==> src/sfram_pkg.sv <==
// Package for the serial memory slave: command codes, status bits, parser
// phases, result routing types and the register file reset defaults.
// No dependencies.
package sfram_pkg;

  // Transfer operations carried with each item.
  localparam logic [1:0] OP_XFER   = 2'd0;
  localparam logic [1:0] OP_CS_ON  = 2'd1;
  localparam logic [1:0] OP_CS_OFF = 2'd2;

  // Command bytes.
  localparam logic [7:0] CMD_WREN  = 8'h06;
  localparam logic [7:0] CMD_WRDI  = 8'h04;
  localparam logic [7:0] CMD_RDSR  = 8'h05;
  localparam logic [7:0] CMD_WRSR  = 8'h01;
  localparam logic [7:0] CMD_READ  = 8'h03;
  localparam logic [7:0] CMD_WRITE = 8'h02;
  localparam logic [7:0] CMD_RDREG = 8'h13;
  localparam logic [7:0] CMD_WRREG = 8'h12;

  // Status register bits.
  localparam logic [7:0] ST_WEL = 8'(1 << 1);
  localparam logic [7:0] ST_BP0 = 8'(1 << 2);
  localparam logic [7:0] ST_BP1 = 8'(1 << 3);

  typedef enum logic [2:0] {
    PH_IDLE,
    PH_ADDR_HI,
    PH_ADDR_LO,
    PH_INDEX,
    PH_DATA
  } phase_e;

  // Where the returned byte of an item comes from.
  typedef enum logic [1:0] {
    SRC_BYTE,
    SRC_MEM,
    SRC_REG
  } src_e;

  typedef struct packed {
    src_e       src;
    logic [7:0] data;
    logic       err;
  } res_t;

  // Register file contents after reset.
  function automatic logic [7:0] reg_default(input logic [7:0] idx);
    logic [7:0] val;
    case (idx) inside
      8'd0:                 val = 8'h80;
      8'd13:                val = 8'h01;
      8'd24:                val = 8'h40;
      8'd25, 8'd26, 8'd27:  val = 8'h80;
      8'd28, 8'd29:         val = 8'h81;
      default:              val = 8'h00;
    endcase
    return val;
  endfunction

endpackage

==> src/sfram_ctrl.sv <==
// Command parser: phase, command, address pointer, register index, status and
// error latch; issues memory and register file accesses. Depends on sfram_pkg.
module sfram_ctrl #(
  parameter int unsigned MEM_DEPTH = 32768,
  parameter int unsigned REG_COUNT = 30,
  parameter int unsigned AW        = 15,
  parameter int unsigned RW        = 5
) (
  input  logic                clk_i,
  input  logic                rst_ni,
  input  logic                fire_i,
  input  logic [1:0]          operation_i,
  input  logic [7:0]          tx_byte_i,
  output logic                mem_en_o,
  output logic                mem_we_o,
  output logic [AW-1:0]       mem_addr_o,
  output logic                reg_en_o,
  output logic                reg_we_o,
  output logic [RW-1:0]       reg_idx_o,
  output sfram_pkg::res_t     res_o
);
  import sfram_pkg::*;

  phase_e        phase_q, phase_d;
  logic [7:0]    cmd_q, cmd_d;
  logic [AW-1:0] addr_q, addr_d;
  logic [7:0]    idx_q, idx_d;
  logic [7:0]    status_q, status_d;
  logic          err_q, err_d;

  logic [AW-1:0] hi_tab [256];
  logic [AW:0]   addr_sum;
  logic [AW-1:0] addr_inc;
  logic [8:0]    idx_nxt;
  logic [7:0]    idx_inc;
  logic          idx_ok;
  logic          wel;

  // High address byte times 256, already reduced to the memory size.
  for (genvar g = 0; g < 256; g++) begin : g_hi_tab
    assign hi_tab[g] = AW'((g * 256) % MEM_DEPTH);
  end

  assign addr_sum = {1'b0, addr_q} + (AW + 1)'(tx_byte_i);
  assign addr_inc = (addr_q == AW'(MEM_DEPTH - 1)) ? '0 : addr_q + AW'(1);
  assign idx_nxt  = {1'b0, idx_q} + 9'd1;
  assign idx_inc  = (idx_nxt >= 9'(REG_COUNT)) ? 8'd0 : idx_nxt[7:0];
  assign idx_ok   = {1'b0, idx_q} < 9'(REG_COUNT);
  assign wel      = (status_q & ST_WEL) != 8'h00;

  // Next phase.
  always_comb begin
    phase_d = phase_q;
    if (fire_i) begin
      if (operation_i == OP_CS_ON || operation_i == OP_CS_OFF) begin
        phase_d = PH_IDLE;
      end else if (operation_i == OP_XFER) begin
        unique case (phase_q)
          PH_ADDR_HI: phase_d = PH_ADDR_LO;
          PH_ADDR_LO: phase_d = PH_DATA;
          PH_INDEX:   phase_d = PH_DATA;
          PH_DATA:    phase_d = PH_DATA;
          default: begin
            unique case (tx_byte_i)
              CMD_RDSR, CMD_WRSR:   phase_d = PH_DATA;
              CMD_READ, CMD_WRITE:  phase_d = PH_ADDR_HI;
              CMD_RDREG, CMD_WRREG: phase_d = PH_INDEX;
              default:              phase_d = PH_IDLE;
            endcase
          end
        endcase
      end
    end
  end

  // Datapath and accesses.
  always_comb begin
    cmd_d     = cmd_q;
    addr_d    = addr_q;
    idx_d     = idx_q;
    status_d  = status_q;
    err_d     = err_q;
    mem_en_o  = 1'b0;
    mem_we_o  = 1'b0;
    reg_en_o  = 1'b0;
    reg_we_o  = 1'b0;
    res_o.src  = SRC_BYTE;
    res_o.data = 8'h00;
    if (fire_i) begin
      if (operation_i == OP_CS_ON || operation_i == OP_CS_OFF) begin
        err_d = 1'b0;
      end else if (operation_i == OP_XFER) begin
        unique case (phase_q)
          PH_ADDR_HI: addr_d = hi_tab[tx_byte_i];
          PH_ADDR_LO: begin
            addr_d = (addr_sum >= (AW + 1)'(MEM_DEPTH)) ?
                     AW'(addr_sum - (AW + 1)'(MEM_DEPTH)) : addr_sum[AW-1:0];
          end
          PH_INDEX: idx_d = tx_byte_i;
          PH_DATA: begin
            unique case (cmd_q)
              CMD_RDSR: res_o.data = status_q;
              CMD_WRSR: begin
                if (wel) begin
                  status_d = (status_q & ~(ST_BP0 | ST_BP1 | ST_WEL)) |
                             (tx_byte_i & (ST_BP0 | ST_BP1));
                end
              end
              CMD_READ: begin
                mem_en_o  = 1'b1;
                res_o.src = SRC_MEM;
                addr_d    = addr_inc;
              end
              CMD_WRITE: begin
                if (wel) begin
                  mem_en_o = 1'b1;
                  mem_we_o = 1'b1;
                  addr_d   = addr_inc;
                end
              end
              CMD_RDREG: begin
                if (idx_ok) begin
                  reg_en_o  = 1'b1;
                  res_o.src = SRC_REG;
                end
                idx_d = idx_inc;
              end
              CMD_WRREG: begin
                if (wel) begin
                  if (idx_ok) begin
                    reg_en_o = 1'b1;
                    reg_we_o = 1'b1;
                  end
                  idx_d = idx_inc;
                end
              end
              default: ;
            endcase
          end
          default: begin
            cmd_d = tx_byte_i;
            unique case (tx_byte_i)
              CMD_WREN: status_d = status_q | ST_WEL;
              CMD_WRDI: status_d = status_q & ~ST_WEL;
              CMD_RDSR, CMD_WRSR, CMD_READ, CMD_WRITE, CMD_RDREG, CMD_WRREG: ;
              default:  err_d = 1'b1;
            endcase
          end
        endcase
      end
    end
    res_o.err = err_d;
  end

  always_ff @(posedge clk_i or negedge rst_ni) begin
    if (!rst_ni) begin
      phase_q  <= PH_IDLE;
      cmd_q    <= 8'h00;
      addr_q   <= '0;
      idx_q    <= 8'h00;
      status_q <= 8'h00;
      err_q    <= 1'b0;
    end else begin
      phase_q  <= phase_d;
      cmd_q    <= cmd_d;
      addr_q   <= addr_d;
      idx_q    <= idx_d;
      status_q <= status_d;
      err_q    <= err_d;
    end
  end

  assign mem_addr_o = addr_q;
  assign reg_idx_o  = idx_q[RW-1:0];

`ifndef SYNTHESIS
  a_data_cmd: assert property (@(posedge clk_i) disable iff (!rst_ni)
    phase_q == PH_DATA |-> cmd_q == CMD_RDSR || cmd_q == CMD_WRSR ||
      cmd_q == CMD_READ || cmd_q == CMD_WRITE || cmd_q == CMD_RDREG ||
      cmd_q == CMD_WRREG)
    else $error("data phase with a command that has no data");
  a_addr_range: assert property (@(posedge clk_i) disable iff (!rst_ni)
    {1'b0, addr_q} < (AW + 1)'(MEM_DEPTH))
    else $error("memory address beyond memory size");
  a_cs_clears_err: assert property (@(posedge clk_i) disable iff (!rst_ni)
    fire_i && (operation_i == OP_CS_ON || operation_i == OP_CS_OFF)
      |=> !err_q && phase_q == PH_IDLE)
    else $error("chip select did not clear parser");
`endif

endmodule

==> config.mk <==
export PLATFORM = sky130hd
export DESIGN_NAME = sfram_ctrl
export DESIGN_NICKNAME = d
export VERILOG_FILES = /design/src/sfram_pkg.sv /design/src/sfram_ctrl.sv
export SDC_FILE = /design/constraint.sdc
export NUM_CORES = 1
export LEC_CHECK = 0
export ABC_CLOCK_PERIOD_IN_PS = 2200
export BUFFER_PORTS_ARGS = -buffer_cell sky130_fd_sc_hd__buf_2
export CAP_MARGIN = 20
export CELL_PAD_IN_SITES_DETAIL_PLACEMENT = 0
export CELL_PAD_IN_SITES_GLOBAL_PLACEMENT = 1
export CORE_ASPECT_RATIO = 1.75
export CORE_MARGIN = 2
export CORE_UTILIZATION = 39
export DETAILED_ROUTE_END_ITERATION = 8
export MAX_ROUTING_LAYER = met4
export PLACE_DENSITY = 0.74
export RECOVER_POWER = 25
export SYNTH_ARGS = -nofsm -noshare
export SYNTH_HDL_FRONTEND = slang
export SYNTH_SLANG_ARGS = --single-unit
==> constraint.sdc <==
create_clock -name clk_i -period 2.2 [get_ports clk_i]
set_input_delay 0.44 -clock clk_i [delete_from_list [all_inputs] [get_ports clk_i]]
set_output_delay 0.44 -clock clk_i [all_outputs]
set_load 0.01 [all_outputs]
==> results of run 1 <==
cell families after synthesis:
| kind of cell | after synthesis |
|---|---|
| multiplexers | 9 |
| other | 1 |
| AND/OR/NAND/NOR | 121 |
| AO/OA/AOI/OAI | 112 |
| flip-flops | 38 |
| buffers and inverters | 47 |
| XOR/XNOR | 16 |
| adder cells (fa/ha/maj) | 15 |
worst paths after layout:
path / depth (start not counted) / end / startpoint
setup / recovery: 7 / res_o[0] / tx_byte_i[7]
hold / removal: 2 / status_q[2] / rst_ni
setup reg to reg: 8 / mem_addr_o[8] / cmd_q[3]
hold reg to reg: 1 / status_q[3] / status_q[3]
max in group asynchronous: 2 / idx_q[1] / rst_ni
min in group clk_i: 3 / cmd_q[7] / tx_byte_i[7]
cells in the final DEF (no fill, tap or decap), drive strengths merged, types with 8 or more instances in the layout:
| master | instances |
|---|---|
| dfrtp | 38 |
| buf | 106 |
| ha | 13 |
| inv | 23 |
| o21ai | 29 |
| nor4 | 10 |
| nor2 | 30 |
| a21oi | 27 |
| xor2 | 10 |
| nand3 | 13 |
| nand2 | 24 |
| clkbuf | 8 |
| mux2 | 9 |
where the power goes:
group / switching (mW) / total [mW] / internal, mW
Clock: 0.316 / 0.766 / 0.450
Combinational: 0.634 / 1.23 / 0.600
Sequential: 0.195 / 1.04 / 0.845
Total: 1.15 / 3.04 / 1.89
flip-flops by register name, summed over array words and instances, names as in the netlist:
register    count
mem_addr_o     15
cmd_q           8
idx_q           8
phase_q         3
status_q        3
err_q           1
layer usage:
metal	share of wire, %	GRT usage (%)
met3	3.2	2.60
met2	54	43.2
met1	40	25.3
met4	3.3	9.01
met5	0	-
repair_timing:
item / in CTS / in global routing
pin swaps: 6 / 17
hold endpoints to repair: 0 / 0
hold buffers: 0 / 0
endpoints found under the setup margin: 10 / 24
buffers inserted: 4 / 5
resized for setup: 4 / 41
gates cloned: 0 / 1
worst max-delay path: stages:
cell and delay [ps]:
buf_6 90, or4_4 560, or3_4 360, and3_4 180
a31oi_1 150, a21oi_1 70, buf_2 140
synth_stat cells (all sizes together), types with 3 or more instances:
cell	number	area (um2)
nand3	13	65.1
ha	13	163
nand3b	3	22.5
o21ai	29	145
and3	4	25.0
inv	23	86.3
a21oi	27	135
a21o	3	22.5
or3	3	20.0
nor3	7	35.0
a22oi	3	22.5
mux2	9	101
and2	5	31.3
or2	3	18.8
o211ai	3	22.5
a221oi	3	26.3
a31oi	6	37.5
or4	4	33.8
dfrtp	38	951
o32a	4	40.0
o22ai	6	37.5
buf	16	114
o41ai	3	33.8
nand2	24	90.1
clkbuf	8	30.0
a22o	5	45.0
nand2b	3	18.8
xnor2	6	52.6
xor2	10	87.6
nor4	10	68.8
nor2	30	113
nor3b	3	22.5
area by class of cell:
class / instances / area (um2) / area share (%)
Tap cell: 88 / 110 / 2.72
Clock buffer: 6 / 139 / 3.43
Sequential cell: 38 / 952 / 23.5
Inverter: 23 / 86.3 / 2.13
Multi-Input combinational cell: 278 / 2000 / 49.5
Timing Repair Buffer: 108 / 748 / 18.5
Clock inverter: 2 / 12.5 / 0.309
==> impl_metrics.env, run 1 <==
export IMPL_fin_area_mm2=0.00405
export IMPL_insertion_delay_ps=290
export IMPL_r2r_slack_ps=30
export IMPL_tritoncts="yes"
export IMPL_synth_adder_area_share_pct=6.46
export IMPL_ant_nets=0
export IMPL_n_fill_cell=743
export IMPL_gp_congestion=0.930
export IMPL_numCtsBuffers=5
export IMPL_dr_first_iter_drc_count=219
export IMPL_violations="negative setup slack"
export IMPL_yosys_most_used_dff="dfrtp_1"
export IMPL_crit_fanout=2
export IMPL_whs_ps=409
export IMPL_wl_per_cell_um=17.7
export IMPL_cp_data_required_time_ps=1760
export IMPL_fin_crit_sh_pct=111
export IMPL_gr_total_overflow=0
export IMPL_cts_buffer_depth=2
export IMPL_num_rows=42
export IMPL_drc=0
export IMPL_hp_class="in2async"
export IMPL_placedCellCount=525
export IMPL_slew_headroom_pct=31.6
export IMPL_setup_viol_count_final=7
export IMPL_dpl_cell_area_mm2=0.00365
export IMPL_port_buffers=42
export IMPL_vias_per_cell=5.80
export IMPL_grt_total_usage_pct=23.5
export IMPL_cts_sinks=38
export IMPL_antenna_found_initial=0
export IMPL_synth_async_reset_ratio_pct=100
export IMPL_totalWireLength_mm=9.61
export IMPL_fin_ws_ps=-237
export IMPL_rsz0062_at_grt="yes"
export IMPL_fin_crit_ps=2440
export IMPL_total_power_mw=3.04
export IMPL_slew_violations=0
export IMPL_root_buffer="clkbuf_16"
export IMPL_worstSetupEndpointType="output port"
export IMPL_fin_cells=543
export IMPL_first_pass_iters=4
export IMPL_synth_simple_area_share_pct=21.3
export IMPL_grt_start_max_net_pins=39
export IMPL_powerDensity_mw_per_mm2=750
export IMPL_syn_inst=359
export IMPL_start_util_pct=40.0
export IMPL_grt_pass1_wl_mm=15.3
export IMPL_setup_worst_path_class="in2out"
export IMPL_vias=3150
export IMPL_synthMuxAreaShare_pct=3.38
export IMPL_io_pins=48
export IMPL_hold_viol_final=0
export IMPL_avgSynthCellArea_um2=8.36
export IMPL_drv_cap=0
export IMPL_synth_seq_cells=38
export IMPL_area_growth_pct=35.0
export IMPL_crit_arrival_ps=2000
export IMPL_n_antenna_cell=0
export IMPL_tns_ps=-644
export IMPL_fmax_mhz=410
export IMPL_finalClockSkew_ps=3.88
export IMPL_grt_pass1_vias=3076
export IMPL_status="finished with violations"
export IMPL_die_area_mm2=0.00845
export IMPL_htreeDepth=2
export IMPL_synth_cell_area_mm2=0.00300
export IMPL_die_h_um=120
export IMPL_synth_xor_area_share_pct=4.67
export IMPL_drive_above_1_share_pct=37.6
export IMPL_synth_compound_area_share_pct=24.8
export IMPL_synth_warnings=0
export IMPL_synth_edff_count=0
export IMPL_coreArea_mm2=0.00751
export IMPL_synth_top_family_by_area="compound AO/OA/AOI/OAI gates"
export IMPL_worstSetupStartpointType="input pin"
export IMPL_p_leak_nw=1.83
export IMPL_die_x_um=70.3
export IMPL_nets=481
export IMPL_yosysSeqAreaShare_pct=31.7
export IMPL_peakVddDrop_mv=0.555
export IMPL_ys_types=63
export IMPL_place_ws_ps=-272
export IMPL_utilization_pct=53.9
export IMPL_place_hpwl_mm=6.94
export IMPL_clk_pin_slew_worst_paths_ps=60
export IMPL_tightest_slew_ps=1030
Note: power is estimated with default switching activity, not from simulation.
==> run 2, diff against run 1 <==
--- a/config.mk
+++ b/config.mk
@@ -6,7 +6,7 @@
 export NUM_CORES = 1
 export LEC_CHECK = 0
 export ABC_CLOCK_PERIOD_IN_PS = 2200
-export BUFFER_PORTS_ARGS = -buffer_cell sky130_fd_sc_hd__buf_2
+export BUFFER_PORTS_ARGS = -buffer_cell sky130_fd_sc_hd__buf_4
 export CAP_MARGIN = 20
 export CELL_PAD_IN_SITES_DETAIL_PLACEMENT = 0
 export CELL_PAD_IN_SITES_GLOBAL_PLACEMENT = 1
==> run 2 against run 1 <==
Compared with the run above:
- the flow still finishes with violations (negative setup slack)
- clock-buffer cell count did not move
- via count rose by 1.9%
- combinational power rose by 7%
- critical endpoint unchanged
- sequential share of layout area fell by 0.97 points
- clock power rose by 0.7%
- global-route usage rose by 0.20 points
- sequential cell count did not move
- critical path type unchanged
- design area rose by 4.2%
- critical path depth did not move
- clock skew rose by 1.5 ps
==> impl_metrics.env, run 2 (synthesized netlist as in run 1, its figures left out) <==
export IMPL_status="finished with violations"
export IMPL_violations="negative setup slack"
export IMPL_fin_area_mm2=0.00422
export IMPL_die_h_um=120
export IMPL_fin_ws_ps=-243
export IMPL_ff2ff_path_depth=8
export IMPL_die_area_mm2=0.00845
export IMPL_hp_class="in2async"
export IMPL_first_pass_iters=4
export IMPL_dr_first_iter_drc_count=118
export IMPL_peakVddDrop_mv=0.512
export IMPL_port_buffers=42
export IMPL_htreeDepth=2
export IMPL_start_util_pct=40.0
export IMPL_layout_cells_most_common="buf_4"
export IMPL_seq_power_share_pct=33.6
export IMPL_grt_total_usage_pct=23.7
export IMPL_p_sw_mw=1.19
export IMPL_whs_ps=328
export IMPL_die_x_um=70.3
export IMPL_totalWireLength_mm=9.92
export IMPL_nets=478
export IMPL_coreArea_mm2=0.00751
export IMPL_worstSetupStartpointType="input pin"
export IMPL_fin_cells=540
export IMPL_setup_worst_path_class="in2out"
export IMPL_worstSetupEndpointType="output port"
export IMPL_clk_pin_slew_worst_paths_ps=60
export IMPL_tightest_slew_ps=1050
export IMPL_cp_data_required_time_ps=1760
export IMPL_startpoint="tx_byte_i[5]"
export IMPL_gp_congestion=0.871
export IMPL_io_pins=48
export IMPL_p_leak_nw=1.87
export IMPL_powerDensity_mw_per_mm2=747
export IMPL_dpl_cell_area_mm2=0.00374
export IMPL_slew_violations=0
export IMPL_fmax_mhz=409
export IMPL_placedCellCount=521
export IMPL_setup_viol_count_final=7
export IMPL_gr_total_overflow=0
export IMPL_total_power_mw=3.15
export IMPL_switching_share_pct=37.9
export IMPL_drive_above_1_share_pct=38.5
export IMPL_num_rows=42
export IMPL_area_growth_pct=40.6
export IMPL_root_buffer="clkbuf_16"
export IMPL_n_fill_cell=716
export IMPL_utilization_pct=56.2
export IMPL_reg2reg_from="cmd_q[3]"
export IMPL_place_ws_ps=-283
export IMPL_vias=3210
export IMPL_grt_pass1_vias=3079
export IMPL_r2r_slack_ps=30
export IMPL_tns_ps=-594
export IMPL_final_cell_mix="buf_4 (89), dfrtp_1 (38), nor2_1 (25), a21oi_1 (23), nand2_1 (22)"
export IMPL_n_antenna_cell=0
export IMPL_antenna_found_initial=0
export IMPL_place_hpwl_mm=7.11
export IMPL_fin_crit_sh_pct=111
export IMPL_tritoncts="yes"
export IMPL_grt_start_max_net_pins=39
export IMPL_reg2reg_to="mem_addr_o[7]"
export IMPL_crit_arrival_ps=2000
export IMPL_hold_viol_final=0
export IMPL_p_int_mw=1.96
export IMPL_rsz0062_at_grt="yes"
export IMPL_drc=0
export IMPL_crit_fanout=2
export IMPL_endpoint="res_o[0]"
export IMPL_cts_sinks=38
export IMPL_wl_per_cell_um=18.4
export IMPL_grt_pass1_wl_mm=15.3
export IMPL_clock_power_share_pct=24.5
export IMPL_slew_headroom_pct=29.9
export IMPL_ant_nets=0
export IMPL_fin_crit_ps=2440
export IMPL_numCtsBuffers=5
export IMPL_insertion_delay_ps=290
export IMPL_vias_per_cell=5.94
export IMPL_comb_power_share_pct=41.9
export IMPL_largest_reg_flops=15
export IMPL_cts_buffer_depth=2
export IMPL_finalClockSkew_ps=5.36
export IMPL_drv_cap=0
## run 2: area by class of cell
type                       instances  area (um2)  share of cell area [%]
clock buffer                       6         139                    3.29
clock inverter                     2        12.5                   0.296
inverter                          23        86.3                    2.05
multi-input combinational        278        2060                    48.8
sequential                        38         951                    22.5
tap                               88         110                    2.61
timing repair buffer             105         862                    20.4
## run 2: worst max-delay path, stage by stage
cell     delay [ps]
buf_6           100
or4_4           550
or3_4           350
and3_4          180
a31oi_1         150
a21oi_1          80
buf_4           150
## run 2: metal layers
metal  GRT usage (%)  wire length (um)
met5               -                 0
met4            9.50               295
met3            2.77               271
met2            43.9              5530
met1            24.9              3820
## run 2: what timing repair did
item                                   in CTS  in global routing
setup buffers                               4                  5
pin swaps                                   7                 10
hold buffers                                0                  0
endpoints found under the hold margin       0                  0
setup endpoints to repair                   9                 23
resized for setup                          15                 54
cloned                                      0                  2
## run 2: power groups by stage
stage,sequential (mW),combinational [mW],clock [mW]
global route,1.09,1.43,0.810
detailed placement,1.05,1.16,0
finish,1.06,1.32,0.771
floorplan,1.04,0.649,0
global placement,1.05,1.15,0
CTS,1.05,1.21,0.785
## run 2: how the worst min path moves through the flow
stage	from	endpoint	slack, ps	cells after the start
floorplan	rst_ni	cmd_q[0]	140	0
global placement	rst_ni	err_q	450	1
detailed placement	rst_ni	err_q	460	1
CTS	rst_ni	err_q	150	1
global route	fire_i	err_q	380	2
finish	rst_ni	err_q	330	1
