--- config.mk ---
export PLATFORM = sky130hd
export DESIGN_NAME = sfram_regs
export DESIGN_NICKNAME = d
export VERILOG_FILES = /design/src/sfram_pkg.sv /design/src/sfram_regs.sv
export SDC_FILE = /design/constraint.sdc
export NUM_CORES = 1
export LEC_CHECK = 0
export ABC_CLOCK_PERIOD_IN_PS = 2270
export BUFFER_PORTS_ARGS = -buffer_cell sky130_fd_sc_hd__buf_2
export CAP_MARGIN = 0
export CELL_PAD_IN_SITES_DETAIL_PLACEMENT = 0
export CELL_PAD_IN_SITES_GLOBAL_PLACEMENT = 2
export CORE_MARGIN = 2
export CORE_UTILIZATION = 25
export DETAILED_ROUTE_END_ITERATION = 6
export GPL_ROUTABILITY_DRIVEN = 0
export MAX_ROUTING_LAYER = met4
export PLACE_DENSITY_LB_ADDON = 0.1
export SLEW_MARGIN = 20
export SYNTH_ARGS = -nofsm -noshare
export SYNTH_HDL_FRONTEND = slang
export SYNTH_SLANG_ARGS = --single-unit
--- constraint.sdc ---
create_clock -name clk_i -period 2.27 [get_ports clk_i]
set_input_delay 0.454 -clock clk_i [delete_from_list [all_inputs] [get_ports clk_i]]
set_output_delay 0.454 -clock clk_i [all_outputs]
set_load 0.01 [all_outputs]
--- src/sfram_pkg.sv ---
// Package for the serial memory slave: command codes, status bits, parser
// phases, result routing types and the register file reset defaults.
// No dependencies.
package sfram_pkg;

  // Transfer operations carried with each item.
  localparam logic [1:0] OP_XFER   = 2'd0;
  localparam logic [1:0] OP_CS_ON  = 2'd1;
  localparam logic [1:0] OP_CS_OFF = 2'd2;

  // Command bytes.
  localparam logic [7:0] CMD_WREN  = 8'h06;
  localparam logic [7:0] CMD_WRDI  = 8'h04;
  localparam logic [7:0] CMD_RDSR  = 8'h05;
  localparam logic [7:0] CMD_WRSR  = 8'h01;
  localparam logic [7:0] CMD_READ  = 8'h03;
  localparam logic [7:0] CMD_WRITE = 8'h02;
  localparam logic [7:0] CMD_RDREG = 8'h13;
  localparam logic [7:0] CMD_WRREG = 8'h12;

  // Status register bits.
  localparam logic [7:0] ST_WEL = 8'(1 << 1);
  localparam logic [7:0] ST_BP0 = 8'(1 << 2);
  localparam logic [7:0] ST_BP1 = 8'(1 << 3);

  typedef enum logic [2:0] {
    PH_IDLE,
    PH_ADDR_HI,
    PH_ADDR_LO,
    PH_INDEX,
    PH_DATA
  } phase_e;

  // Where the returned byte of an item comes from.
  typedef enum logic [1:0] {
    SRC_BYTE,
    SRC_MEM,
    SRC_REG
  } src_e;

  typedef struct packed {
    src_e       src;
    logic [7:0] data;
    logic       err;
  } res_t;

  // Register file contents after reset.
  function automatic logic [7:0] reg_default(input logic [7:0] idx);
    logic [7:0] val;
    case (idx) inside
      8'd0:                 val = 8'h80;
      8'd13:                val = 8'h01;
      8'd24:                val = 8'h40;
      8'd25, 8'd26, 8'd27:  val = 8'h80;
      8'd28, 8'd29:         val = 8'h81;
      default:              val = 8'h00;
    endcase
    return val;
  endfunction

endpackage

--- src/sfram_regs.sv ---
// Companion register file: synchronous RAM with per-entry valid bits so that
// unwritten entries read their reset defaults. Depends on sfram_pkg.
module sfram_regs #(
  parameter int unsigned COUNT = 30,
  parameter int unsigned RW    = 5
) (
  input  logic          clk_i,
  input  logic          rst_ni,
  input  logic          en_i,
  input  logic          we_i,
  input  logic [RW-1:0] idx_i,
  input  logic [7:0]    wdata_i,
  output logic [7:0]    rdata_o
);
  import sfram_pkg::*;

  logic [7:0]       mem [COUNT];
  logic [COUNT-1:0] vld_q;
  logic [7:0]       mem_rd_q;
  logic [7:0]       dflt_q;
  logic             vld_rd_q;

  always_ff @(posedge clk_i or negedge rst_ni) begin
    if (!rst_ni) begin
      vld_q <= '0;
    end else if (en_i && we_i) begin
      vld_q[idx_i] <= 1'b1;
    end
  end

  always_ff @(posedge clk_i) begin
    if (en_i && we_i) begin
      mem[idx_i] <= wdata_i;
    end
  end

  always_ff @(posedge clk_i) begin
    if (en_i && !we_i) begin
      mem_rd_q <= mem[idx_i];
      vld_rd_q <= vld_q[idx_i];
      dflt_q   <= reg_default(8'(idx_i));
    end
  end

  assign rdata_o = vld_rd_q ? mem_rd_q : dflt_q;

endmodule

==> metrics.csv, run 1 <==
stage,metric,value,unit
run_status,status,finished clean,
critical_path,"Max FO, Critical Path",8,
power,PD cells,865,mW/mm²
hold_path,HP Class,in2reg,
placed_design,placed cell area,0.0132,mm²
global_route,M3 GR Usage,0.0275,
power,Pwr Total,12400,µW
timing,Final setup viols,0,
detailed_routing,DRC violations left,0,
timing,fmax,474,MHz
finish,fin util,0.324,
clock_tree,clk_lat worst skew,0.53,ns
critical_path,Crit Path Category,reg2out,
timing,Least-Margin Pin Slew,0.798,ns
global_route,initial antenna violation count,1,
timing,Tcrit/Tclk final,0.930,
placed_design,hpwl dp,24700,µm
timing,hold slack,0.344,ns
timing,Slew HR,0.468,
global_route,global routing usage on met1,0.212,
detailed_routing,DR WL/cell,25.2,µm
finish,ANT cells,0,
floorplan,die area,0.0467,mm²
synthesis,area share of the largest cell type after synthesis,0.672,
synthesis,Post-Synth XOR/XNOR Area,0,
floorplan,Die Span Y,216,µm
timing,"Slew Viols, Final",0,
timing,RSZ-0062 raised after global routing,no,
synthesis,cell with the most instances after synthesis,edfxtp_1,
clock_tree,CTS tree,done,
detailed_routing,Via density,4.47,
detailed_routing,Total Routed Length,35400,µm
synthesis,Syn. warnings,0,
power,Leakage,0.00513,µW
synthesis,Synth area leader,edfxtp_1,
global_route,vias in the first global route,6681,
global_route,gr busiest metal,met2,
synthesis,Synth async-reset ratio,0.106,
floorplan,area of the core,0.0443,mm²
job,Max Cap Violations,0,
synthesis,ys flop type,edfxtp_1,
critical_path,CP arrival,1.66,ns
critical_path,CP Launch Type,flip-flop,
timing,Fin Clk Skew,0.0169,ns
finish,fin area,0.0143,mm²
synthesis,Post-synth top cells,"edfxtp_1 (252), mux2i_1 (45), nor2_1 (42)",
synthesis,Post-Syn Instances,627,
synthesis,Mapped Area,0.0113,mm²
synthesis,post-synthesis simple-gate area fraction,0.0717,
clock_tree,deepest clock path buffer count,3,
floorplan,IO Pins,25,
detailed_routing,Routed Antenna Nets,0,
timing,Fin. Hold Viols,0,
synthesis,syn_nets,644,
floorplan,Initial Util,0.254,
global_route,total track usage,0.158,
global_route,grt ovf,0,
synthesis,Yosys reg bits,282,
synthesis,largest family of logic cells by synthesized area,multiplexers,
global_route,routing usage on met2,0.251,
finish,layout cell share with drive strength beyond 1,0.355,
synthesis,mux share of post-synthesis cell area,0.129,
finish,number of nets in the final layout,807,
synthesis,Post-synth EDFFs,252,
clock_tree,clock root buffer,clkbuf_16,
floorplan,row count,77,
clock_tree,# clock sinks,282,
clock_tree,H-tree Lvls,2,
clock_tree,clk slew on worst S/H paths,0.06,ns
critical_path,R2R Setup Slk,0.38,ns
synthesis,Yosys cell types,47,
synthesis,Syn Area/Cell,17.9,µm²
synthesis,Compound-Gate Fraction of Synth Area,0.0423,
critical_path,R2R cell count,5,
critical_path,RR Startpoint,mem[23][3],
critical_path,r2r endpoint,mem_rd_q[3],
global_route,largest net degree at the start of global routing,31,
clock_tree,CTS Buf Count,36,
critical_path,Required @ worst endpoint,1.82,ns
detailed_routing,1st-pass router iterations,6,
synthesis,register area share after synthesis,0.739,
synthesis,post-synthesis adder-cell area fraction,0,
critical_path,critical path capture point,rdata_o[6],
finish,Area Overhead vs Synth,27.4,%
floorplan,die width,216,µm
synthesis,Synth area leaders,"edfxtp_1 (67%), mux4_2 (7.8%), dfrtp_1 (6.7%)",
power,Worst VDD drop,0.000433,V
global_route,first-pass GRT wire length,50200,µm
detailed_routing,DRT iter0 DRCs,437,
timing,Final min period,2.11,ns
critical_path,CP Capture Type,output pin,
critical_path,CP Launch Point,vld_rd_q,
detailed_routing,via total after detailed routing,6289,
placed_design,IO Port Bufs,24,
-- cell families after synthesis --
| group | count (synthesis) |
|---|---|
| buf+inv | 36 |
| simple gates | 151 |
| mux | 95 |
| compound gates | 63 |
| flops | 282 |
-- how the worst min path moves through the flow --
stage | cells past startpoint | slack, ns | endpoint | startpoint
2_1_floorplan | 0 | 0.16 | vld_q[0] | rst_ni
3_3_place_gp | 1 | 0.44 | vld_q[22] | vld_q[22]
3_5_place_dp | 1 | 0.45 | vld_q[10] | vld_q[10]
4_1_cts | 2 | 0.31 | mem_rd_q[7] | we_i
5_1_grt | 2 | 0.35 | mem_rd_q[7] | we_i
6_report | 2 | 0.34 | mem_rd_q[7] | we_i
-- metrics by stage --
stage	std cells	TNS (ns)	setup WS, ns
floorplan	627	0	0.174
global placement	1343	-3.10	-0.333
detailed placement	1343	-3.83	-0.373
CTS	1408	0	0.126
global route	1408	0	0.0968
finish	1408	0	0.160
-- worst max-delay path, cell delays in order (launching register included) --
cell and delay (ns):
edfxtp_1 0.56, mux2_2 0.41, buf_2 0.15
-- area by class of cell --
| class | count | area (µm²) |
|---|---|---|
| Inverter | 2 | 7.51 |
| Tap cell | 592 | 741 |
| Fill cell | 4370 | 30000 |
| Multi-Input combinational cell | 309 | 2740 |
| Timing Repair Buffer | 159 | 1370 |
| Clock inverter | 16 | 173 |
| Clock buffer | 48 | 997 |
| Sequential cell | 282 | 8320 |
-- what timing repair did --
item	in CTS	in global routing
resized for setup	0	0
hold buffers	1	0
endpoints found under the hold margin	16	0
buffers inserted	0	0
-- routing by layer --
metal  part of all wire  wire length (µm)  vias up
met5                  0                 0        -
met4              0.018               633        0
met3              0.035              1250       41
met2               0.48             16900      121
met1               0.47             16700     3294
li1                   -                 -     2833
-- flip-flops by register name, indices dropped and copies added (netlist names) --
name      cells
vld_q        30
vld_rd_q      1
mem_rd_q      8
mem         240
dflt_q        3
-- power by group --
part	total, µW	internal, µW	switching (µW)
Sequential	5870	5810	62.8
Clock	5640	3520	2120
Combinational	889	406	483
-- cells in the final DEF, fill, tap and decap left out, types with 8 or more instances in the layout --
cell type,instances
dfrtp_1,30
mux4_2,39
nor2_1,42
edfxtp_1,252
mux2i_1,45
or2_2,32
buf_4,118
clkbuf_1,8
mux2_2,11
nand2b_1,9
and2_1,8
buf_12,18
nor2b_1,10
clkinv_1,8
clkbuf_16,37
a22oi_1,10
nand3_1,8
buf_2,22
nand2_1,15
(Power assumes the default switching activity.)
==> run 2: changes to the inputs <==
--- a/config.mk
+++ b/config.mk
@@ -10,6 +10,7 @@
 export CAP_MARGIN = 0
 export CELL_PAD_IN_SITES_DETAIL_PLACEMENT = 0
 export CELL_PAD_IN_SITES_GLOBAL_PLACEMENT = 2
+export CORE_ASPECT_RATIO = 0.9
 export CORE_MARGIN = 2
 export CORE_UTILIZATION = 25
 export DETAILED_ROUTE_END_ITERATION = 6
==> run 2 against run 1 <==
  * Sequential cell count unchanged
  * Via count down 1.0%
  * Fmax down 6.7%
  * Die area about the same
  * Non-clock buffer count unchanged
  * Routed wire length shrank 3.4%
  * Global-route usage decreased by 0.37 points
  * Critical path type is now in2reg
==> metrics.csv, run 2 (synthesized netlist as in run 1, its figures left out) <==
stage,metric,value,unit,change
critical_path,R2R cell count,5,,unchanged
clock_tree,deepest clock path buffer count,3,,unchanged
clock_tree,clk slew on worst S/H paths,0.06,ns,about the same
power,PD cells,822,mW/mm²,was 865 mW/mm²
finish,Area Overhead vs Synth,25.0,%,was 27.4%
global_route,grt ovf,0,,unchanged
placed_design,IO Port Bufs,24,,unchanged
finish,ANT cells,0,,unchanged
timing,Slew HR,0.220,,was 0.468
timing,final setup TNS,0,ns,unchanged
timing,fmax,442,MHz,was 474 MHz
finish,max FFs per register,240,,unchanged
timing,Final setup viols,0,,unchanged
global_route,largest net degree at the start of global routing,40,,was 31
detailed_routing,DRC violations left,0,,unchanged
placed_design,placed cell area,0.0131,mm²,was 0.0132 mm²
power,switching power,2550,µW,was 2670 µW
global_route,vias in the first global route,6637,,was 6681
floorplan,Die Span Y,205,µm,was 216 µm
timing,Fin Clk Skew,0.0138,ns,was 0.0169 ns
floorplan,die width,228,µm,was 216 µm
detailed_routing,Via density,4.42,,was 4.47
detailed_routing,Total Routed Length,34200,µm,was 35400 µm
power,Pwr Total,11600,µW,was 12400 µW
critical_path,Required @ worst endpoint,2.71,ns,was 1.82 ns
clock_tree,Post-CTS Setup Repair Bufs,0,,unchanged
detailed_routing,DRT iter0 DRCs,401,,was 437
clock_tree,cells resized by post-CTS repair,0,,unchanged
timing,Fin. Hold Viols,0,,unchanged
clock_tree,CTS tree,done,,unchanged
finish,most frequent cells in the layout,"edfxtp_1 (252), buf_4 (124), mux2i_1 (45)",,"was edfxtp_1 (252), buf_4 (118), mux2i_1 (45)"
finish,number of nets in the final layout,802,,was 807
global_route,total track usage,0.155,,was 0.158
floorplan,die area,0.0467,mm²,about the same
floorplan,row count,73,,was 77
finish,largest reg by FF count,mem,,unchanged
power,Worst VDD drop,0.000486,V,was 0.000433 V
timing,RSZ-0062 raised after global routing,no,,unchanged
hold_path,Hold Path Stages,1,,was 2
critical_path,CP arrival,2.70,ns,was 1.66 ns
power,sequential power share,0.508,,was 0.473
finish,fin area,0.0141,mm²,was 0.0143 mm²
clock_tree,clk_lat worst skew,0.57,ns,was 0.53 ns
detailed_routing,Routed Antenna Nets,0,,unchanged
detailed_routing,DR WL/cell,24.3,µm,was 25.2 µm
critical_path,CP cell instances,buf_2 -> mux4_2 -> inv_1 -> a2111oi_1 -> buf_4 -> a211o_1,,was mux2_2 -> buf_2
power,P_int,9020,µW,was 9740 µW
power,clock power share,0.417,,was 0.455
clock_tree,H-tree Lvls,1,,was 2
timing,Least-Margin Pin Slew,1.17,ns,was 0.798 ns
timing,"Slew Viols, Final",0,,unchanged
run_status,status,finished clean,,unchanged
power,Comb pwr share,0.076,,was 0.072
global_route,initial antenna violation count,2,,was 1
critical_path,CP Launch Type,input pin,,was flip-flop
power,Leakage,0.00501,µW,was 0.00513 µW
placed_design,hpwl dp,24100,µm,was 24700 µm
detailed_routing,1st-pass router iterations,5,,was 6
critical_path,CP Capture Type,flip-flop,,was output pin
floorplan,Initial Util,0.254,,about the same
critical_path,Crit Path Category,in2reg,,was reg2out
critical_path,Critical-path top delay cell,a2111oi_1,,was edfxtp_1
clock_tree,CTS Buf Count,31,,was 36
timing,Final min period,2.26,ns,was 2.11 ns
power,Switching Share,0.220,,was 0.215
job,Max Cap Violations,0,,unchanged
detailed_routing,via total after detailed routing,6226,,was 6289
floorplan,area of the core,0.0443,mm²,about the same
finish,layout cell share with drive strength beyond 1,0.352,,was 0.355
timing,final worst slack,0.00898,ns,was 0.160 ns
floorplan,IO Pins,25,,unchanged
critical_path,CP peak stage delay,1.06,ns,was 0.56 ns
finish,Top Registers,"mem: 240 flops, vld_q: 30 flops, mem_rd_q: 8 flops",,unchanged
critical_path,"Max FO, Critical Path",17,,was 8
finish,filler cell count,4330,,was 4370
hold_path,HP Class,in2reg,,unchanged
clock_tree,# clock sinks,282,,unchanged
clock_tree,clock root buffer,clkbuf_16,,unchanged
finish,"commonest non-fill, non-tap cell in the layout",edfxtp_1,,unchanged
timing,Tcrit/Tclk final,0.996,,was 0.930
placed_design,Setup Slack @ Placement,-0.414,ns,was -0.373 ns
global_route,first-pass GRT wire length,49000,µm,was 50200 µm
-- run 2: worst max-delay path: cells and delay by family --
family,cells,cell delay (ns)
AO/OA/AOI/OAI,2,1.16
buffers and inverters,3,0.78
multiplexers,1,0.30
-- run 2: path summary, 6_finish.rpt --
check	start	to	slack, ns
max in group asynchronous	rst_ni	vld_q[14]	1.39
max	idx_i[3]	mem_rd_q[6]	0.009
min	wdata_i[1]	mem[2][1]	0.36
min reg2reg	vld_q[0]	vld_q[0]	0.46
min in group asynchronous	rst_ni	vld_q[3]	0.49
max reg2reg	mem[13][6]	mem_rd_q[6]	0.10
-- run 2: stage by stage --
stage / util / hold slack [ns] / std cells
2_1_floorplan: - / 0.158 / 627
3_3_place_gp: 0.296 / 0.445 / 1351
3_5_place_dp: 0.296 / 0.448 / 1351
4_1_cts: 0.318 / 0.343 / 1409
5_1_grt: 0.318 / 0.370 / 1409
6_report: 0.318 / 0.360 / 1409
-- run 2: power by group through the flow --
| stage | combinational, µW | sequential (µW) | clock, µW |
|---|---|---|---|
| 2_1_floorplan | 449 | 5950 | 0 |
| 3_3_place_gp | 889 | 5980 | 0 |
| 3_5_place_dp | 894 | 5980 | 0 |
| 4_1_cts | 899 | 5870 | 4970 |
| 5_1_grt | 950 | 5880 | 5150 |
| 6_report | 876 | 5870 | 4820 |
-- run 2: layout make-up --
cell class / count / area, µm² / area share
Clock buffer: 42 / 847 / 0.0602
Clock inverter: 15 / 118 / 0.00836
Inverter: 2 / 7.51 / 0.000534
Multi-Input combinational cell: 309 / 2740 / 0.195
Sequential cell: 282 / 8320 / 0.591
Tap cell: 600 / 751 / 0.0534
Timing Repair Buffer: 159 / 1290 / 0.0918
-- run 2: timing repair --
item | CTS | global route
setup endpoints to repair | 0 | 0
endpoints found under the hold margin | 30 | 0
hold buffers | 1 | 0
-- run 2: layer usage --
metal / wire, µm / vias to the layer above / global-route usage
met3: 1200 / 45 / 0.0264
met2: 15700 / 95 / 0.238
met4: 742 / 0 / 0.0355
met5: 0 / - / -
li1: - / 2815 / -
met1: 16600 / 3271 / 0.214
==> run 3: changes to the inputs <==
--- a/config.mk
+++ b/config.mk
@@ -9,7 +9,7 @@
 export BUFFER_PORTS_ARGS = -buffer_cell sky130_fd_sc_hd__buf_2
 export CAP_MARGIN = 0
 export CELL_PAD_IN_SITES_DETAIL_PLACEMENT = 0
-export CELL_PAD_IN_SITES_GLOBAL_PLACEMENT = 2
+export CELL_PAD_IN_SITES_GLOBAL_PLACEMENT = 1
 export CORE_ASPECT_RATIO = 0.9
 export CORE_MARGIN = 2
 export CORE_UTILIZATION = 25
==> run 3 against run 2 <==
  * Clock power up 10%
  * Die area unchanged
  * Sequential power about the same
  * Register-to-register slack better by 0.24 ns
  * Non-clock buffer count down 5
  * Power up 4.3%
  * Via count up 0.40%
  * Core utilization up 0.17 points
  * Highest routed layer unchanged
==> metrics.csv, run 3 (synthesized netlist as in run 1, its figures left out) <==
stage,metric,value,unit,change
run_status,status,finished clean,,unchanged
timing,Final min period,2.19,ns,was 2.26 ns
placed_design,placed cell area,0.0130,mm²,was 0.0131 mm²
timing,Fin. Hold Viols,0,,unchanged
power,Leakage,0.00505,µW,was 0.00501 µW
placed_design,IO Port Bufs,24,,unchanged
finish,most frequent cells in the layout,"edfxtp_1 (252), buf_4 (120), mux2i_1 (45)",,"was edfxtp_1 (252), buf_4 (124), mux2i_1 (45)"
critical_path,Required @ worst endpoint,1.82,ns,was 2.71 ns
clock_tree,clock root buffer,clkbuf_16,,unchanged
floorplan,row count,73,,unchanged
clock_tree,CTS Buf Count,31,,unchanged
detailed_routing,DRT iter0 DRCs,451,,was 401
finish,fin area,0.0141,mm²,about the same
clock_tree,clk slew on worst S/H paths,0.06,ns,about the same
timing,Slew HR,0.455,,was 0.220
critical_path,CP Launch Type,flip-flop,,was input pin
clock_tree,Post-CTS Setup Repair Bufs,0,,unchanged
global_route,grt ovf,0,,unchanged
job,Max Cap Violations,0,,unchanged
floorplan,area of the core,0.0443,mm²,unchanged
timing,RSZ-0062 raised after global routing,no,,unchanged
detailed_routing,via total after detailed routing,6251,,was 6226
placed_design,hpwl dp,22900,µm,was 24100 µm
timing,fmax,457,MHz,was 442 MHz
floorplan,die width,228,µm,unchanged
detailed_routing,1st-pass router iterations,4,,was 5
global_route,total track usage,0.152,,was 0.155
detailed_routing,Routed Antenna Nets,0,,unchanged
detailed_routing,DRC violations left,0,,unchanged
power,Pwr Total,12100,µW,was 11600 µW
detailed_routing,Via density,4.45,,was 4.42
timing,Tcrit/Tclk final,0.964,,was 0.996
finish,number of nets in the final layout,797,,was 802
timing,Least-Margin Pin Slew,0.818,ns,was 1.17 ns
global_route,vias in the first global route,6556,,was 6637
clock_tree,cells resized by post-CTS repair,0,,unchanged
global_route,first-pass GRT wire length,48200,µm,was 49000 µm
critical_path,R2R cell count,5,,unchanged
timing,"Slew Viols, Final",0,,unchanged
floorplan,Die Span Y,205,µm,unchanged
finish,max FFs per register,240,,unchanged
critical_path,RR Startpoint,mem[5][5],,was mem[13][6]
finish,largest reg by FF count,mem,,unchanged
clock_tree,# clock sinks,282,,unchanged
hold_path,Hold Path Stages,1,,unchanged
finish,layout cell share with drive strength beyond 1,0.355,,was 0.352
critical_path,Crit Path Category,reg2out,,was in2reg
critical_path,R2R Setup Slk,0.34,ns,was 0.10 ns
timing,final setup TNS,0,ns,unchanged
detailed_routing,Total Routed Length,33600,µm,was 34200 µm
critical_path,r2r endpoint,mem_rd_q[5],,was mem_rd_q[6]
finish,filler cell count,4298,,was 4330
finish,Area Overhead vs Synth,25.7,%,was 25.0%
critical_path,"Max FO, Critical Path",8,,was 17
timing,hold slack,0.438,ns,was 0.360 ns
critical_path,CP arrival,1.74,ns,was 2.70 ns
finish,"commonest non-fill, non-tap cell in the layout",edfxtp_1,,unchanged
detailed_routing,DR WL/cell,24.0,µm,was 24.3 µm
clock_tree,H-tree Lvls,1,,unchanged
floorplan,IO Pins,25,,unchanged
clock_tree,clk_lat worst skew,0.57,ns,about the same
critical_path,CP Capture Type,output pin,,was flip-flop
power,Worst VDD drop,0.000420,V,was 0.000486 V
critical_path,critical path capture point,rdata_o[0],,was mem_rd_q[6]
clock_tree,deepest clock path buffer count,3,,unchanged
floorplan,Initial Util,0.254,,unchanged
power,PD cells,852,mW/mm²,was 822 mW/mm²
clock_tree,hold_buf cts,1,,unchanged
finish,Top Registers,"mem: 240 flops, vld_q: 30 flops, mem_rd_q: 8 flops",,unchanged
global_route,initial antenna violation count,2,,unchanged
global_route,largest net degree at the start of global routing,31,,was 40
finish,fin util,0.319,,was 0.318
timing,Final setup viols,0,,unchanged
clock_tree,CTS tree,done,,unchanged
critical_path,CP Launch Point,vld_rd_q,,was idx_i[3]
hold_path,HP Class,in2reg,,unchanged
floorplan,die area,0.0467,mm²,unchanged
timing,Fin Clk Skew,0.00803,ns,was 0.0138 ns
run 3: worst min path at each step:
stage / startpoint / endpoint / slack, ns
6_report: wdata_i[0] / mem[28][0] / 0.44
5_1_grt: wdata_i[0] / mem[28][0] / 0.44
4_1_cts: wdata_i[0] / mem[28][0] / 0.42
3_5_place_dp: vld_q[2] / vld_q[2] / 0.45
3_3_place_gp: vld_q[14] / vld_q[14] / 0.45
2_1_floorplan: rst_ni / vld_q[0] / 0.16
run 3: report_power, final:
group / internal [µW] / switching [µW] / total (µW)
logic: 391 / 468 / 859
registers: 5810 / 66.5 / 5870
clock network: 3310 / 2010 / 5320
run 3: layout make-up:
cell class,instances,area [µm²],share of cell area
inverters,2,7.51,0.000531
flip-flops and latches,282,8320,0.588
clock buffers,46,912,0.0645
repair buffers,154,1240,0.0878
well taps,600,751,0.0531
clock inverters,10,174,0.0123
multi-input cells,309,2740,0.194
diodes,1,2.50,0.000177
run 3: metal layers:
layer  routed length (µm)  share of wire  GRT usage  vias to the layer above
met1                16200           0.48      0.217                     3293
met3                 1520          0.045     0.0227                       39
met2                15400           0.46      0.233                      132
li1                     -              -          -                     2787
met4                  544          0.016     0.0278                        0
met5                    0              0          -                        -
run 3: per-stage QoR:
step	std cells	setup slack, ns
4_1_cts	1403	0.0534
5_1_grt	1404	0.00757
2_1_floorplan	627	0.174
6_report	1404	0.0806
3_5_place_dp	1346	-0.264
3_3_place_gp	1346	-0.272
run 3: critical path, stage by stage, from the launching register on:
cell and delay, ns:
edfxtp_1 0.59, mux2_2 0.43, buf_2 0.15
